[src/ffp_pkg.sv]
`default_nettype none
package ffp_pkg;

  typedef enum logic [2:0] {
    KIND_FP16  = 3'd0,
    KIND_BF16  = 3'd1,
    KIND_FP32  = 3'd2,
    KIND_INT32 = 3'd3,
    KIND_INT16 = 3'd4,
    KIND_UINT8 = 3'd5,
    KIND_INT8  = 3'd6
  } kind_t;

  localparam int unsigned WordW = 32;
  localparam int unsigned KindW = 3;
  localparam logic [15:0] Fp16Inf = 16'h7C00;
  localparam logic [7:0]  ExpBias = 8'd127;

endpackage
`default_nettype wire

[src/ffp_convert.sv]
`default_nettype none
module ffp_convert
  import ffp_pkg::*;
(
  input  wire logic [31:0] value_bits,
  input  wire logic [2:0]  kind,
  output logic [31:0]      fill_word
);

  logic        sgn;
  logic [7:0]  ef;
  logic [22:0] mant;
  logic [23:0] m1;
  logic [15:0] h16;
  logic [15:0] b16;
  logic [15:0] hi;
  logic [15:0] lo;
  logic [31:0] i32;
  logic [31:0] mag;
  logic [4:0]  sub_sh;
  logic [4:0]  ish;

  assign sgn  = value_bits[31];
  assign ef   = value_bits[30:23];
  assign mant = value_bits[22:0];
  assign m1   = {1'b1, mant};
  assign hi   = value_bits[31:16];
  assign lo   = value_bits[15:0];
  // subnormal shift = -e - 1 = 126 - ef, ef in 103..112
  assign sub_sh = 5'(8'd126 - ef);
  assign ish    = 5'(ef - ExpBias);

  always_comb begin
    if (ef == 8'hFF) begin
      h16 = {sgn, 15'(Fp16Inf)} | {6'd0, mant[22:13]};
    end else if (ef >= 8'd143) begin
      h16 = {sgn, 15'(Fp16Inf)};
    end else if (ef >= 8'd113) begin
      h16 = {sgn, 5'(ef - 8'd112), mant[22:13]};
    end else if (ef >= 8'd103) begin
      h16 = {sgn, 15'(m1 >> sub_sh)};
    end else begin
      h16 = {sgn, 15'd0};
    end
  end

  always_comb begin
    if (lo > 16'h8000 || (lo == 16'h8000 && hi[0])) begin
      b16 = hi + 16'd1;
    end else begin
      b16 = hi;
    end
  end

  always_comb begin
    if (ef >= 8'd150) begin
      mag = {8'd0, m1} << (ef - 8'd150);
    end else begin
      mag = {8'd0, m1} >> (5'd23 - ish);
    end
    if (ef == 8'hFF && mant != 23'd0) begin
      i32 = 32'd0;
    end else if (ef < ExpBias) begin
      i32 = 32'd0;
    end else if (ef >= 8'd158) begin
      i32 = sgn ? 32'h8000_0000 : 32'h7FFF_FFFF;
    end else begin
      i32 = sgn ? (32'd0 - mag) : mag;
    end
  end

  always_comb begin
    case (kind)
      KIND_FP16:  fill_word = {h16, h16};
      KIND_BF16:  fill_word = {b16, b16};
      KIND_FP32:  fill_word = value_bits;
      KIND_INT32: fill_word = i32;
      KIND_INT16: fill_word = {i32[15:0], i32[15:0]};
      KIND_UINT8, KIND_INT8:
                  fill_word = {4{i32[7:0]}};
      default:    fill_word = 32'd0;
    endcase
  end

endmodule
`default_nettype wire

[src/float_to_fill_pattern_core.sv]
// Fill-pattern converter: takes fp32 bits and an element-type code, returns
// the converted element repeated across a 32-bit word. One beat per cycle
// while in_ready is high. An accepted beat is held in the input register
// and its result registered into the result register, or into the skid
// while the output stalls. A skid stage keeps in_ready up while one result
// waits; in_ready drops only while both the result and the skid are full.
`default_nettype none
module float_to_fill_pattern_core
  import ffp_pkg::*;
(
  input  wire logic        clk,
  input  wire logic        rst,
  input  wire logic        in_valid,
  output logic             in_ready,
  input  wire logic [31:0] value_bits,
  input  wire logic [2:0]  kind,
  output logic             out_valid,
  input  wire logic        out_ready,
  output logic [31:0]      fill_word
);

  logic        s0_valid;
  logic [31:0] s0_value;
  logic [2:0]  s0_kind;
  logic [31:0] conv;
  logic        s0_adv;
  logic        skid_valid;
  logic [31:0] skid_word;

  ffp_convert u_conv (
    .value_bits(s0_value),
    .kind(s0_kind),
    .fill_word(conv)
  );

  // s0 can move on unless output is full and stalled
  assign s0_adv   = !out_valid || out_ready;
  assign in_ready = !skid_valid;

  always_ff @(posedge clk) begin
    if (rst) begin
      s0_valid   <= 1'b0;
      out_valid  <= 1'b0;
      skid_valid <= 1'b0;
    end else begin
      if (s0_adv) begin
        if (skid_valid) begin
          out_valid  <= 1'b1;
          fill_word  <= skid_word;
          skid_valid <= 1'b0;
        end else begin
          out_valid <= s0_valid;
          fill_word <= conv;
        end
      end else if (s0_valid && !skid_valid) begin
        skid_valid <= 1'b1;
        skid_word  <= conv;
      end
      if (in_ready) begin
        s0_valid <= in_valid;
        s0_value <= value_bits;
        s0_kind  <= kind;
      end
    end
  end

endmodule
`default_nettype wire

[config.mk]
export PLATFORM = sky130hd
export DESIGN_NAME = float_to_fill_pattern_core
export DESIGN_NICKNAME = d
export VERILOG_FILES = /design/src/ffp_pkg.sv /design/src/ffp_convert.sv /design/src/float_to_fill_pattern_core.sv
export SDC_FILE = /design/constraint.sdc
export NUM_CORES = 1
export LEC_CHECK = 0
export BUFFER_PORTS_ARGS = -buffer_cell sky130_fd_sc_hd__buf_2
export CAP_MARGIN = 10
export CORE_MARGIN = 2
export CORE_UTILIZATION = 40
export CTS_BUF_LIST = sky130_fd_sc_hd__clkbuf_4 sky130_fd_sc_hd__clkbuf_8
export DETAILED_ROUTE_END_ITERATION = 10
export PLACE_DENSITY_LB_ADDON = 0.1
export SLEW_MARGIN = 20
export SYNTH_ARGS = -nofsm -noshare
export SYNTH_HDL_FRONTEND = slang
export SYNTH_SLANG_ARGS = --single-unit
[constraint.sdc]
create_clock -name clk -period 7.1 [get_ports clk]
set_input_delay 1.42 -clock clk [delete_from_list [all_inputs] [get_ports clk]]
set_output_delay 1.42 -clock clk [all_outputs]
set_load 0.02 [all_outputs]
==> results_dict.tcl, run 1 <==
set metrics [dict create \
    avgSynthCellArea_um2 9.07 \
    crit_type "flip-flop to flip-flop" \
    arrival_ps 6380 \
    grtUsageTotal_pct 32.6 \
    grt_pass1_vias 9961 \
    cp-start-kind "flip-flop" \
    fp.dieW_um 167 \
    peakVddDrop_v 0.000103 \
    htreeDepth 3 \
    gp_congestion 1.04 \
    yosysSeqAreaShare_pct 28.6 \
    firstDrtPassIters 6 \
    cp_slowest_cell "edfxtp_1" \
    startpoint "s0_value[25]" \
    synth-edff-count 99 \
    netlist_top_cells_count "nand2_1 (100), edfxtp_1 (99), nor2_1 (90), mux2i_1 (73), clkbuf_1 (67)" \
    critical_path.cell_chain "ha_1 > xor2_4 > mux4_2 > a22o_1 > a221oi_1 > and4b_1 > nand4_1 > or4_4 > o32ai_1 > or3_1 > nand4_1 > mux2_2" \
    fin_crit_sh_pct 87.3 \
    clock_latency_ps 410 \
    pin_count 73 \
    synthCells 1169 \
    cts_buffers 9 \
    ctsResizeCount 0 \
    max_cap_violations 0 \
    slowest_delay_ps 880 \
    row_count 59 \
    fmax_mhz 161 \
    worstPathRequired_ps 7280 \
    post-synth-top-count-cell "nand2_1" \
    wl_um 45900 \
    fin_skew_ps 14.9 \
    path_max_fanout 23 \
    yosysWarnings 0 \
    cts_buffer_depth 2 \
    synth_flop_cell "edfxtp_1" \
    routedWlPerCell_um 30.4 \
    drive_above_1_share_pct 20.5 \
    clk_pin_slew_ps 120 \
    area_growth_pct 6.83 \
    synth_cell_type_count 91 \
    drc 0 \
    synth_area_um2 10600 \
    die-height_um 167 \
    port_buffers 72 \
    synth_top_area_share_pct 28.0 \
    worst_pin_slew_ps 1270 \
    cellLeakagePower_nw 4.15 \
    grt_pass1_wl_um 67700 \
    setup_viol 0 \
    cts_hold_buffers 0 \
    hp-class "flip-flop to flip-flop" \
    grt-ovfl-total 0 \
    die_area_um2 27800 \
    syn_nets 1216 \
    end_kind "flip-flop" \
    core_area_um2 26100 \
    antenna_cells 0 \
    slew_headroom_pct 14.7 \
    fin_setup_tns_ps 0 \
    initial_core_util_pct 40.7 \
    grt_max_degree 74 \
    ys_ff_latch 102 \
    cts_sinks 102 \
    hold_viol 0 \
    cp_common_cell "nand4_1" \
    hold_start "out_valid" \
    nNetsFinal 1218 \
    post_cts_buffers 0 \
    post-route-util_pct 43.5 \
    slew_viol_final 0 \
    synth_area_leader_cell "edfxtp_1" \
    reg2reg_from "s0_value[25]" \
    outcome "finished, final reports clean" \
    cts_tree "done" \
    vias 10500 \
    rsz0062_at_grt "false" \
    clockRootBuffer "clkbuf_8" \
    routed_via_density 6.96 \
    antenna_left 0 \
    async_flop_share_pct 0 \
    antenna_found_initial 1 \
    drt_iter0_drc 1427 \
    place_hpwl_um 33300 \
    power_density_nw_per_um2 183 \
    synthTopCellsByArea "edfxtp_1 (28%), mux2i_1 (6.9%), mux4_2 (6.8%)" \
    finalCriticalPeriod_ps 6200 \
]
-- worst max-delay path, delay by kind of cell, from the launching register on --
family                   cells  cell delay, ps
AO/OA/AOI/OAI                3            1040
XOR/XNOR                     1             750
adder cells (fa/ha/maj)      1             750
flip-flops                   1             880
multiplexers                 2             830
AND/OR/NAND/NOR              5            1690
-- metrics by stage --
step                instances  power (mW)  area, um^2  setup slack, ps  hold WS [ps]
finish                   1511        2.07       11300              901           502
global route             1511        2.15       11300              768           541
CTS                      1511        2.05       11300             1080           506
detailed placement       1495        1.63       11100             1140           486
global placement         1495        1.64       11100             1210           482
floorplan                1169        1.36       10600             1680           479
-- logic make-up after synthesis --
group	synth area share (%)
DFF	28.6
muxes	19.9
AOI/OAI and AO/OA	22.8
xor gates and xnor gates	3.72
buffers and inverters	5.80
adders and majority gates	0.944
and+or+nand+nor	18.3
-- layout by cell type (no fill, tap or decap), types with 12 or more instances in the layout --
master / instances
nor2_1: 88
a221oi_1: 18
xor2_1: 13
o22ai_1: 15
nor4_1: 12
mux2i_1: 73
nand3_1: 42
nor3_1: 33
a211oi_1: 18
edfxtp_1: 99
mux2_2: 55
nand4_1: 18
xnor2_1: 26
buf_2: 72
and2_1: 17
nand2b_1: 12
buf_4: 35
nand2_1: 100
o21ai_0: 55
a21oi_1: 57
o211ai_1: 17
inv_1: 13
mux4_2: 32
a31oi_1: 13
-- layout make-up --
class                   instances  area, um^2
flip-flops and latches        102        3030
repair buffers                107         623
multi-input cells             933        6980
inverters                      18        67.6
fillers                      2583       14700
well taps                     335         419
clock inverters                 6        62.6
clock buffers                  10         138
-- per-layer routing --
metal / up-vias / track usage (%) / routed length, um
met5: - / 0 / 0
met4: 0 / 12.9 / 1880
met2: 676 / 48.1 / 19500
met1: 5149 / 46.8 / 19700
li1: 4570 / - / -
met3: 120 / 6.56 / 4830
-- state kept, by name, summed over array words and instances, names as in the netlist --
signal      flops
s0_value       32
out_valid       1
s0_valid        1
s0_kind         3
skid_word      32
skid_valid      1
fill_word      32
-- path summary, 6_finish.rpt --
path	endpoint	slack (ps)	depth (start not counted)
worst min register to register	skid_valid	500	2
worst min-delay path	skid_valid	500	2
worst max-delay path	fill_word[18]	900	12
worst max register to register	fill_word[18]	900	12
-- report_power, final --
group	internal, mW	switching (mW)	total (mW)
sequential	0.709	0.0564	0.765
combinational	0.309	0.580	0.889
clock	0.147	0.266	0.413
total	1.17	0.902	2.07
Power figures use the tool's default switching activity.
==> run 2, diff against run 1 <==
--- a/config.mk
+++ b/config.mk
@@ -5,6 +5,7 @@
 export SDC_FILE = /design/constraint.sdc
 export NUM_CORES = 1
 export LEC_CHECK = 0
+export ABC_AREA = 1
 export BUFFER_PORTS_ARGS = -buffer_cell sky130_fd_sc_hd__buf_2
 export CAP_MARGIN = 10
 export CORE_MARGIN = 2
==> run 2 against run 1 <==
Power decreased by 8.9%. Setup slack better by 890 ps. Sequential cell count is the same. Utilization about the same. Maximum frequency up 17%. Synthesized area is 6.6% lower. Die area decreased by 6.4%. Combinational power down 11%. Clock power decreased by 16%. Highest routed layer unchanged. Register-to-register slack gained 890 ps. Largest power group unchanged.
==> results_dict.tcl, run 2 <==
set metrics [dict create \
    die-height_um 161 \
    grtUsageTotal_pct 31.6 \
    end_kind "flip-flop" \
    post_cts_buffers 0 \
    cts_buffer_depth 2 \
    crit_family "simple AND/OR/NAND/NOR gates" \
    grt_max_degree 57 \
    worst_pin_slew_ps 973 \
    synth_xor_area_share_pct 0.632 \
    drc 0 \
    post-route-util_pct 43.4 \
    cp.buffers_inverters 5 \
    yosysWarnings 0 \
    synthCells 1535 \
    switching_share_pct 44.0 \
    fmax_mhz 188 \
    grt-ovfl-total 0 \
    clk_pin_slew_ps 110 \
    synth_top_area_share_pct 30.0 \
    nNetsFinal 1600 \
    cp-start-kind "flip-flop" \
    antenna_left 0 \
    synth_flop_cell "edfxtp_1" \
    worstPathRequired_ps 7260 \
    synth-edff-count 99 \
    pin_count 73 \
    antenna_cells 0 \
    synthTopCellsByArea "edfxtp_1 (30%), nand2_1 (19%), nand3_1 (12%)" \
    cellLeakagePower_nw 4.79 \
    arrival_ps 5460 \
    die_area_um2 26000 \
    slew_viol_final 0 \
    combPwrFrac_pct 42.2 \
    synth-compound-area-share_pct 11.7 \
    cts_hold_buffers 0 \
    pwr-share-seq_pct 39.4 \
    grt_pass1_vias 10200 \
    drt_iter0_drc 1486 \
    htreeDepth 3 \
    post-synth-top-count-cell "nand2_1" \
    power_density_nw_per_um2 178 \
    routed_via_density 5.84 \
    setup_viol 0 \
    clock_latency_ps 380 \
    row_count 57 \
    final_common_cell "nand2_1" \
    slowest_delay_ps 850 \
    finalCriticalPeriod_ps 5310 \
    path_max_fanout 56 \
    slew_headroom_pct 34.9 \
    port_buffers 72 \
    syn_nets 1582 \
    area_growth_pct 6.67 \
    synth_top_family_by_area "simple AND/OR/NAND/NOR gates" \
    antenna_found_initial 0 \
    hp-class "flip-flop to flip-flop" \
    peakVddDrop_v 0.000113 \
    fin_setup_tns_ps 0 \
    netlist_top_cells_count "nand2_1 (490), nand3_1 (238), nor2_1 (153), inv_1 (114), edfxtp_1 (99)" \
    drive_above_1_share_pct 11.9 \
    p_int_mw 1.05 \
    place_hpwl_um 32200 \
    muxShareOfSynthArea_pct 0.101 \
    ys_ff_latch 102 \
    routedWlPerCell_um 22.0 \
    dp_cells 1865 \
    hold_viol 0 \
    netSwitchingPower_mw 0.829 \
    clock_power_share_pct 18.4 \
    mostFrequentLayoutCells "nand2_1 (490), nand3_1 (238), nor2_1 (151)" \
    max_cap_violations 0 \
    fin_skew_ps 13.1 \
    wl_um 41400 \
    core_area_um2 24300 \
    yosysSeqAreaShare_pct 30.6 \
    ctsResizeCount 0 \
    synth-simple-area-share_pct 46.6 \
    initial_core_util_pct 40.7 \
    cp_slowest_cell "ha_1" \
    fp.dieW_um 161 \
    synthAdderAreaFrac_pct 1.01 \
    cts_sinks 102 \
    synth_area_leader_cell "edfxtp_1" \
    outcome "finished, final reports clean" \
    vias 11000 \
    cp_common_cell "nand2_1" \
    firstDrtPassIters 6 \
    clockRootBuffer "clkbuf_8" \
    async_flop_share_pct 0 \
    rsz0062_at_grt "false" \
    synth_area_um2 9900 \
    crit_type "flip-flop to flip-flop" \
    gp_congestion 1.01 \
    synth_cell_type_count 57 \
    reg_top3 "fill_word x32, s0_value x32, skid_word x32" \
    avgSynthCellArea_um2 6.45 \
    cts_buffers 9 \
    stdcell_count 1882 \
    cts_tree "done" \
    fin_crit_sh_pct 74.8 \
    grt_pass1_wl_um 61900 \
]
[run 2: stage by stage]
stage	hold slack, ps	power (mW)	area, um^2	setup WS, ps
4_1_cts	528	1.87	10500	2010
2_1_floorplan	472	1.30	9900	2560
3_3_place_gp	501	1.53	10400	2040
5_1_grt	555	2.00	10600	1420
6_report	533	1.88	10600	1790
3_5_place_dp	504	1.53	10400	2010
[run 2: cells by family after synthesis]
| group | count (synthesis) |
|---|---|
| AND/OR/NAND/NOR | 1020 |
| buffers and inverters | 211 |
| AO/OA/AOI/OAI | 188 |
| flip-flops | 102 |
| adder cells (fa/ha/maj) | 8 |
| XOR/XNOR | 5 |
| multiplexers | 1 |
[run 2: layer usage]
layer | GRT usage, % | share of wire (%) | vias to the layer above
met5 | 0 | 0 | -
met4 | 10.9 | 3.5 | 0
met3 | 6.03 | 9.8 | 76
met2 | 48.7 | 44 | 605
met1 | 44.3 | 43 | 5091
li1 | - | - | 5224
[run 2: power groups by stage]
| stage | Clock, mW | Sequential, mW | Combinational [mW] |
|---|---|---|---|
| 2_1_floorplan | 0 | 0.764 | 0.537 |
| 3_3_place_gp | 0 | 0.755 | 0.775 |
| 3_5_place_dp | 0 | 0.755 | 0.774 |
| 4_1_cts | 0.355 | 0.741 | 0.777 |
| 5_1_grt | 0.379 | 0.744 | 0.873 |
| 6_report | 0.347 | 0.742 | 0.795 |
[run 2: layout make-up]
cell class | instances | area (um^2)
tap | 324 | 405
timing repair buffer | 86 | 478
inverter | 132 | 504
clock inverter | 7 | 61.3
clock buffer | 9 | 124
multi-input combinational | 1222 | 5960
sequential | 102 | 3030
fill | 2698 | 13800
[run 2: worst paths after layout]
kind / startpoint / endpoint / slack [ps] / depth (start not counted)
min: skid_word[25] / fill_word[25] / 530 / 2
min reg2reg: skid_word[25] / fill_word[25] / 530 / 2
max reg2reg: s0_value[23] / fill_word[27] / 1790 / 26
max: s0_value[23] / fill_word[27] / 1790 / 26
[run 2: worst register-to-register path, stage by stage (launching register included)]
cell and delay (ps):
edfxtp_1 330, buf_4 480, inv_2 360, ha_1 850, inv_1 540, nand2_1 180
nand2_1 80, nand2_1 60, o21ai_0 140, nor2_1 270, o21ai_0 140, nand2_1 90
nand2_1 90, inv_1 110, nand2_2 80, inv_2 70, nand2_4 70, nor2_4 130
nand2_1 120, nand3_1 90, nand3_1 170, nand2_1 110, nand2_1 50, nor2_1 220
nand2_1 120, nand2_1 70, nand2_1 50
==> run 3, diff against run 2 <==
--- a/config.mk
+++ b/config.mk
@@ -5,7 +5,7 @@
 export SDC_FILE = /design/constraint.sdc
 export NUM_CORES = 1
 export LEC_CHECK = 0
-export ABC_AREA = 1
+export ABC_AREA = 0
 export BUFFER_PORTS_ARGS = -buffer_cell sky130_fd_sc_hd__buf_2
 export CAP_MARGIN = 10
 export CORE_MARGIN = 2
==> constraint.sdc (replaced) <==
create_clock -name clk -period 5.4 [get_ports clk]
set_input_delay 1.08 -clock clk [delete_from_list [all_inputs] [get_ports clk]]
set_output_delay 1.08 -clock clk [all_outputs]
set_load 0.02 [all_outputs]
==> run 3 against run 2 <==
Register-to-register slack worse by 1600 ps. Routed wire length up 15%. Combinational power rose by 60%. Sequential share of layout area shrank 3.0 points. Largest power group unchanged.
==> results_dict.tcl, run 3 (synthesized netlist as in run 1, its figures left out) <==
set metrics [dict create \
    slew_viol_final 0 \
    drt_iter0_drc 1605 \
    antenna_left 0 \
    post-route-util_pct 45.4 \
    routed_via_density 6.92 \
    fmax_mhz 193 \
    cp_slowest_cell "or4_4" \
    gp_congestion 1.05 \
    cts_tree "done" \
    routedWlPerCell_um 30.3 \
    die-height_um 167 \
    grt_pass1_vias 10200 \
    firstDrtPassIters 6 \
    n_fill_cell 2555 \
    finalCriticalPeriod_ps 5190 \
    critical_path.cell_chain "inv_2 > ha_2 > buf_4 > mux4_2 > a211oi_1 > a2111oi_0 > o21a_1 > nand4bb_1 > or3_1 > or4_4 > nor4b_1 > o21bai_1 > o211ai_2 > mux2_2" \
    pin_count 73 \
    topRoutingLayerUsed "met5" \
    row_count 59 \
    grt-ovfl-total 0 \
    crit_family "simple AND/OR/NAND/NOR gates" \
    cellLeakagePower_nw 4.43 \
    dpl_worst_slack_ps 87.4 \
    nNetsFinal 1272 \
    fin_crit_sh_pct 96.1 \
    post_cts_buffers 0 \
    clock_latency_ps 410 \
    htreeDepth 3 \
    power_density_nw_per_um2 236 \
    reg_top3 "fill_word x32, s0_value x32, skid_word x32" \
    m1WireLength_um 21100 \
    area_growth_pct 11.5 \
    place_hpwl_um 35700 \
    wl_met2_um 20200 \
    rsz0062_at_grt "false" \
    max_cap_violations 0 \
    place_area_um2 11600 \
    setup_slack_ps 209 \
    end_kind "flip-flop" \
    mostFrequentLayoutCells "nand2_1 (100), edfxtp_1 (99), nor2_1 (88)" \
    outcome "finished, final reports clean" \
    hp-class "flip-flop to flip-flop" \
    wl_um 47400 \
    arrival_ps 5470 \
    hold_viol 0 \
    die_area_um2 27800 \
    crit_type "flip-flop to flip-flop" \
    grt_max_degree 74 \
    final_common_cell "nand2_1" \
    cp.buffers_inverters 2 \
    vias 10800 \
    setup_viol 0 \
    dr_wl_met3_um 4380 \
    cts_buffers 9 \
    worst_pin_slew_ps 999 \
    drc 0 \
    drive_above_1_share_pct 24.5 \
    grtUsageTotal_pct 33.7 \
    initial_core_util_pct 40.7 \
    fin_setup_tns_ps 0 \
    cts_sinks 102 \
    path_max_fanout 19 \
    antenna_found_initial 1 \
    slowest_delay_ps 680 \
    peakVddDrop_v 0.000135 \
    core_area_um2 26100 \
    cp-start-kind "flip-flop" \
    fin_skew_ps 25.2 \
    slew_headroom_pct 33.0 \
    clk_pin_slew_ps 130 \
    grt_pass1_wl_um 69800 \
    cts_buffer_depth 2 \
    clockRootBuffer "clkbuf_8" \
    port_buffers 72 \
    fp.dieW_um 167 \
    worstPathRequired_ps 5680 \
    finalInstanceArea_um2 11800 \
]
-- run 3: metrics by stage --
step,total power [mW],std cells,hold WS [ps]
after floorplan,1.78,1169,479
after detailed placement,2.24,1549,486
final,2.79,1566,521
after CTS,2.76,1565,525
after global routing,2.90,1565,563
after global placement,2.25,1549,487
-- run 3: worst min-delay path, delay by kind of cell, from the launching register on --
kind	cells	cell delay, ps
flops	1	340
simple gates	1	90
compound gates	1	60
-- run 3: per-layer routing --
metal	GRT usage (%)	vias to the layer above
met5	0	-
met3	5.75	129
met4	10.9	2
met1	49.5	5344
met2	50.3	668
li1	-	4689
-- run 3: path summary, 6_finish.rpt --
check	end	cells past startpoint	slack, ps	from
min	out_valid	2	520	out_valid
max reg2reg	fill_word[25]	14	210	s0_value[24]
max	fill_word[25]	14	210	s0_value[24]
min reg2reg	out_valid	2	520	out_valid
-- run 3: repair_timing --
action,CTS,global route
setup endpoints to repair,0,16
hold buffers,0,0
endpoints found under the hold margin,0,0
resized for setup,0,8
-- run 3: cell type report --
type                            instances  area (um^2)  area share [%]
Antenna cell                            1         2.50          0.0212
Clock buffer                            9          124            1.05
Clock inverter                          7         63.8           0.540
Inverter                               18         71.3           0.603
Multi-Input combinational cell        933         7010            59.3
Sequential cell                       102         3030            25.7
Tap cell                              335          419            3.55
Timing Repair Buffer                  161         1090            9.26
-- run 3: report_power, final --
group          switching [mW]  internal (mW)
logic                   0.800          0.472
clock network           0.337          0.178
registers              0.0694          0.933
total                    1.21           1.58
